$ cat config.mk
export PLATFORM = sky130hd
export DESIGN_NAME = sfma_controller
export DESIGN_NICKNAME = d
export VERILOG_FILES = /design/src/rtl/core/sphere_fit_moment_accumulator_assert.svh /design/src/rtl/core/sfma_pkg.sv /design/src/rtl/core/sfma_controller.sv
export SDC_FILE = /design/constraint.sdc
export NUM_CORES = 1
export LEC_CHECK = 0
export ABC_AREA = 0
export BUFFER_PORTS_ARGS = -buffer_cell sky130_fd_sc_hd__buf_2
export CAP_MARGIN = 5
export CELL_PAD_IN_SITES_DETAIL_PLACEMENT = 1
export CELL_PAD_IN_SITES_GLOBAL_PLACEMENT = 1
export CORE_AREA = 5 5 42 44
export CTS_CLUSTER_SIZE = 20
export DETAILED_ROUTE_END_ITERATION = 8
export DIE_AREA = 0 0 47 49
export HOLD_SLACK_MARGIN = 0.03
export PLACE_DENSITY_LB_ADDON = 0.1
export SYNTH_ARGS = -nofsm -noshare
export SYNTH_HDL_FRONTEND = slang
export SYNTH_SLANG_ARGS = --single-unit
$ cat constraint.sdc
create_clock -name clock -period 2.17 [get_ports clock]
set_input_delay 0.434 -clock clock [delete_from_list [all_inputs] [get_ports clock]]
set_output_delay 0.434 -clock clock [all_outputs]
set_load 0.02 [all_outputs]
$ cat src/rtl/core/sphere_fit_moment_accumulator_assert.svh
// Assertion macros for the sphere-fit moment accumulator.
`ifndef SPHERE_FIT_MOMENT_ACCUMULATOR_ASSERT_SVH
`define SPHERE_FIT_MOMENT_ACCUMULATOR_ASSERT_SVH

// The consequent must hold in the same cycle as the antecedent.
`define SFMA_ASSERT_SAME(label, clk, rst, ante, cons, msg) \
   label: assert property (@(posedge clk) disable iff (rst) (ante) |-> (cons)) \
      else $error(msg);

// The consequent must hold in the cycle after the antecedent.
`define SFMA_ASSERT_NEXT(label, clk, rst, ante, cons, msg) \
   label: assert property (@(posedge clk) disable iff (rst) (ante) |=> (cons)) \
      else $error(msg);

`endif

$ cat src/rtl/core/sfma_pkg.sv
// Package with types, constants and the term schedule of the moment accumulator.
`timescale 1ns / 1ps
`default_nettype none
package sfma_pkg;

   localparam int SFMA_SAMPLE_BITS = 16;
   localparam int AXIS_W = 16;
   localparam int SUM_W = 64;
   localparam int SQUARE_W = 32;
   localparam int OPERAND_W = 33;
   localparam int COUNT_W = 32;
   localparam int NUM_SUMS = 27;
   localparam int SUM_AW = 5;
   localparam int STEP_W = 5;
   localparam int SQUARE_STEPS = 3;
   localparam int LAST_STEP = SQUARE_STEPS + NUM_SUMS - 1;

   localparam logic signed [AXIS_W-1:0] MIN_RESET = 16'sh7fff;
   localparam logic signed [AXIS_W-1:0] MAX_RESET = 16'sh8000;
   localparam logic signed [SUM_W-1:0] SUM_MAX = {1'b0, {(SUM_W-1){1'b1}}};
   localparam logic signed [SUM_W-1:0] SUM_MIN = {1'b1, {(SUM_W-1){1'b0}}};

   localparam logic [1:0] CMD_ACCUMULATE = 2'd0;
   localparam logic [1:0] CMD_CLEAR = 2'd1;
   localparam logic [1:0] CMD_READ = 2'd2;

   localparam logic [5:0] IDX_COUNT = 6'd0;
   localparam logic [5:0] IDX_MIN_X = 6'd1;
   localparam logic [5:0] IDX_MAX_X = 6'd4;
   localparam logic [5:0] IDX_SUM_FIRST = 6'd7;
   localparam logic [5:0] IDX_SUM_LAST = 6'd33;

   typedef enum logic [1:0] {
      OPD_ONE,
      OPD_SAMPLE,
      OPD_SQUARE
   } opd_kind_type;

   typedef struct packed {
      opd_kind_type kind_a;
      logic [1:0]   axis_a;
      opd_kind_type kind_b;
      logic [1:0]   axis_b;
   } step_ops_type;

   typedef struct packed {
      logic              load_sample;
      logic              clear;
      logic              read_issue;
      logic              issue;
      logic [STEP_W-1:0] step;
      logic              respond;
   } sfma_cmd_type;

   typedef struct packed {
      logic rsp_free;
   } sfma_status_type;

   // Upper-triangle pair order: xx, xy, yy, xz, yz, zz.
   function automatic logic [3:0] tri_pair(input logic [2:0] p);
      logic [3:0] r;
      unique case (p)
         3'd0: r = {2'd0, 2'd0};
         3'd1: r = {2'd0, 2'd1};
         3'd2: r = {2'd1, 2'd1};
         3'd3: r = {2'd0, 2'd2};
         3'd4: r = {2'd1, 2'd2};
         3'd5: r = {2'd2, 2'd2};
         default: r = {2'd0, 2'd0};
      endcase
      return r;
   endfunction

   // Steps 0-2 form the squares; each later step forms the term of one sum.
   function automatic step_ops_type step_ops(input logic [STEP_W-1:0] step);
      step_ops_type r;
      logic [STEP_W-1:0] k;
      logic [STEP_W-1:0] m;
      logic [3:0] pr;
      logic [1:0] ai;
      k = step - STEP_W'(SQUARE_STEPS);
      m = '0;
      pr = '0;
      ai = '0;
      r = '{kind_a: OPD_ONE, axis_a: 2'd0, kind_b: OPD_ONE, axis_b: 2'd0};
      if (step < STEP_W'(SQUARE_STEPS)) begin
         r = '{OPD_SAMPLE, step[1:0], OPD_SAMPLE, step[1:0]};
      end else if (k < 5'd3) begin
         r = '{OPD_SAMPLE, k[1:0], OPD_ONE, 2'd0};
      end else if (k < 5'd6) begin
         m = k - 5'd3;
         r = '{OPD_SAMPLE, m[1:0], OPD_SAMPLE, m[1:0]};
      end else if (k < 5'd12) begin
         m = k - 5'd6;
         pr = tri_pair(m[2:0]);
         r = '{OPD_SAMPLE, pr[3:2], OPD_SAMPLE, pr[1:0]};
      end else if (k < 5'd21) begin
         m = k - 5'd12;
         ai = (m >= 5'd6) ? 2'd2 : ((m >= 5'd3) ? 2'd1 : 2'd0);
         m = m - 5'(3 * ai);
         r = '{OPD_SQUARE, ai, OPD_SAMPLE, m[1:0]};
      end else begin
         m = k - 5'd21;
         pr = tri_pair(m[2:0]);
         r = '{OPD_SQUARE, pr[3:2], OPD_SQUARE, pr[1:0]};
      end
      return r;
   endfunction

endpackage
`default_nettype wire

$ cat src/rtl/core/sfma_controller.sv
// Controller: sequences the accumulate steps, clears and reads.
`timescale 1ns / 1ps
`default_nettype none
module sfma_controller
   import sfma_pkg::*;
(
   input  wire logic            clock,
   input  wire logic            reset,
   input  wire logic            req_valid,
   input  wire logic [1:0]      req_command,
   output logic                 req_ready,
   output sfma_cmd_type         cmd,
   input  wire sfma_status_type status
);

   typedef enum logic [1:0] {
      ST_IDLE,
      ST_ACCUMULATE,
      ST_DRAIN,
      ST_RESPOND
   } state_type;

   state_type         state_ff;
   logic [STEP_W-1:0] step_ff;
   logic              accept;

   assign req_ready = (state_ff == ST_IDLE);
   assign accept = req_valid && req_ready;

   always_comb begin
      cmd.load_sample = accept && (req_command == CMD_ACCUMULATE);
      cmd.clear = accept && (req_command == CMD_CLEAR);
      cmd.read_issue = accept && (req_command == CMD_READ);
      cmd.issue = (state_ff == ST_ACCUMULATE);
      cmd.step = step_ff;
      cmd.respond = (state_ff == ST_RESPOND) && status.rsp_free;
   end

   always_ff @(posedge clock) begin
      if (reset) begin
         state_ff <= ST_IDLE;
         step_ff <= '0;
      end else begin
         unique case (state_ff)
            ST_IDLE: begin
               step_ff <= '0;
               if (cmd.load_sample) state_ff <= ST_ACCUMULATE;
               else if (cmd.read_issue) state_ff <= ST_RESPOND;
            end
            ST_ACCUMULATE: begin
               step_ff <= step_ff + 1'b1;
               if (step_ff == STEP_W'(LAST_STEP)) state_ff <= ST_DRAIN;
            end
            ST_DRAIN: begin
               state_ff <= ST_IDLE;
            end
            ST_RESPOND: begin
               if (status.rsp_free) state_ff <= ST_IDLE;
            end
            default: begin
               state_ff <= ST_IDLE;
            end
         endcase
      end
   end

endmodule
`default_nettype wire

==> results.yml <==
drt:
  drtPass1Iterations: 4
  ant_nets: 0
  vias: 375
  vias_per_cell: 4.93
  wl_per_cell_um: 12.9
  wl_um: 983
  drtIter0Drc: 2
  drc_errors: 0
timing:
  rsz0062_at_grt: "no"
  setup-violations-final: 0
  hold_viol_final: 0
  fmax_mhz: 573
  post-route-period-util: 0.804
  drv_slew: 0
  relSlewSlack: 0.750
  whs_ns: 0.434
  fin_setup_tns_ns: 0
  period_minus_slack_ns: 1.75
  tightestPinTransition_ns: 0.375
  fin_skew_ns: 0.00521
synthesis:
  ys_warn_count: 0
  syn_area_um2: 390
  yosysTopAreaCellShare: 0.359
  ys_types: 26
  postSynthAreaPerCell_um2: 9.29
  synth_area_leaders: "dfxtp_1 (36%), ha_1 (6.4%), nand4b_1 (4.5%), xor2_1 (4.5%), nor3_1 (3.8%)"
  synth-seq-cells: 7
  synthCells: 42
  yosysTopAreaCell: "dfxtp_1"
  synth_nets: 50
  synth-seq-area-share: 0.359
power_and_ir_drop:
  leakage_nw: 0.249
  peakVddDrop_mv: 0.301
  total_power_uw: 324
  powerDensity_nw_per_um2: 647
clock_network:
  cts_made_buffers: 3
  clkTransAtPathRegs_ns: 0.05
  cts_root_buf: "clkbuf_4"
  postCtsHoldBufs: 0
  cts_num_sinks: 7
  postCtsSetupBuffers: 0
  cts_max_level: 1
  cts_resized: 0
  clockBufferDepth: 2
  cts_tree: "built"
  clock_latency_ns: 0.26
cells_and_area:
  drive_gt1_frac: 0.333
  area_growth_pct: 28.2
  antenna_cells: 0
  final_cells: 76
  fin_util: 0.357
  nNetsFinal: 69
setup_path:
  path_max_fanout: 12
  critPathRequiredTime_ns: 1.74
  cp_cell_sequence: "nor2_2 > and4b_1 > buf_2"
  cp.arrival_ns: 1.31
  cp-start-kind: "register"
  cp_num_buf_inv: 1
  end_kind: "primary output"
  path_delay_family: "simple AND/OR/NAND/NOR gates"
  worst_path_max_delay_cell: "dfxtp_1"
  path_class: "reg2out"
  worst_path_largest_cell_delay_ns: 0.42
place:
  gp_congestion: 0.654
  hpwlAfterDp_um: 754
  port_buffers: 16
  dp.cells: 72
floorplan:
  fp.dieH_um: 49
  die-area_um2: 2300
  num_rows: 14
  dieWidth_um: 47
  start_util: 0.279
  boundaryPins: 17
  core_area_um2: 1400
job:
  drv_cap: 0
grt:
  grt_pass1_vias: 377
  antenna_found_initial: 0
  grt_pass1_wl_um: 1580
  grt_max_degree: 13
  grt_usage: 0.0958
  overflow: 0
outcome:
  run_status: "finished clean"
min_path:
  hp-class: "in2reg"
flip-flops by register name, summed over array words and instances (netlist names):
register  cells
state_ff      2
step_ff       5
path summary, 6_finish.rpt:
path / start / end / slack, ns / cells past startpoint
worst max-delay path: state_ff[1] / cmd[8] / 0.42 / 3
worst min-delay path: reset / step_ff[0] / 0.43 / 2
worst max register to register: step_ff[1] / state_ff[1] / 0.82 / 5
worst min register to register: step_ff[4] / step_ff[4] / 0.59 / 2
kinds of logic after synthesis:
| logic type | after synthesis | synth area share |
|---|---|---|
| multiplexers | 1 | 0.0256 |
| adder cells (fa/ha/maj) | 2 | 0.0641 |
| flip-flops | 7 | 0.359 |
| AO/OA/AOI/OAI | 4 | 0.0801 |
| XOR/XNOR | 3 | 0.0673 |
| AND/OR/NAND/NOR | 21 | 0.343 |
| buffers and inverters | 4 | 0.0609 |
power by group:
part           internal (mW)  switching, mW  leakage, nW
clock network         0.0704         0.0517       0.0150
registers              0.134         0.0115       0.0569
logic                 0.0230         0.0333        0.177
cells in the mapped netlist:
cell type  instances
xnor2_1            1
nor2_1             2
nor3_1             3
ha_1               2
a211o_1            1
a21oi_1            1
and4b_1            1
nand2_1            2
nor2b_1            1
buf_2              1
nand4b_1           2
mux2i_1            1
dfxtp_1            7
nor4_1             1
nor2_2             1
and4_1             1
nor3b_1            1
and2b_1            1
o311a_1            1
inv_1              2
a22oi_1            1
and3_1             2
buf_6              1
xor2_1             2
nor4b_1            1
nand2b_1           2
routing by layer:
metal | up-vias | share of wire | routed length (µm) | GRT usage
li1 | 188 | - | - | -
met1 | 174 | 0.45 | 444 | 0.108
met2 | 11 | 0.46 | 454 | 0.147
met3 | 2 | 0.077 | 76 | 0.0590
met4 | 0 | 0.0081 | 8 | 0.0276
met5 | - | 0 | 0 | 0
per-stage QoR:
step	setup WS, ns	cell area [µm²]
final	0.424	500
after global routing	0.344	500
after CTS	0.400	500
after detailed placement	0.505	474
after global placement	0.521	474
after floorplan	0.356	390
cells in the final DEF (no fill, tap or decap), types with 2 or more instances in the layout:
master,count
buf_2,16
dfxtp_1,7
nor3_1,3
clkbuf_4,3
nand2b_1,2
inv_1,2
and3_1,2
nand2_1,2
nand4b_1,2
xor2_1,2
nor2_1,2
ha_1,2
worst reg2reg max path: cells and delay by family, from the launching register on:
kind                     cells  cell delay, ns
adder cells (fa/ha/maj)      1            0.17
flip-flops                   1            0.39
AND/OR/NAND/NOR              1            0.21
AO/OA/AOI/OAI                2            0.40
buffers and inverters        1            0.06
cell type report:
class,count,area (µm²)
fill,186,901
multi-input combinational,31,226
sequential,7,140
timing repair buffer,16,80.1
clock buffer,4,26.3
tap,16,20.0
inverter,2,7.51
(Power assumes the default switching activity.)
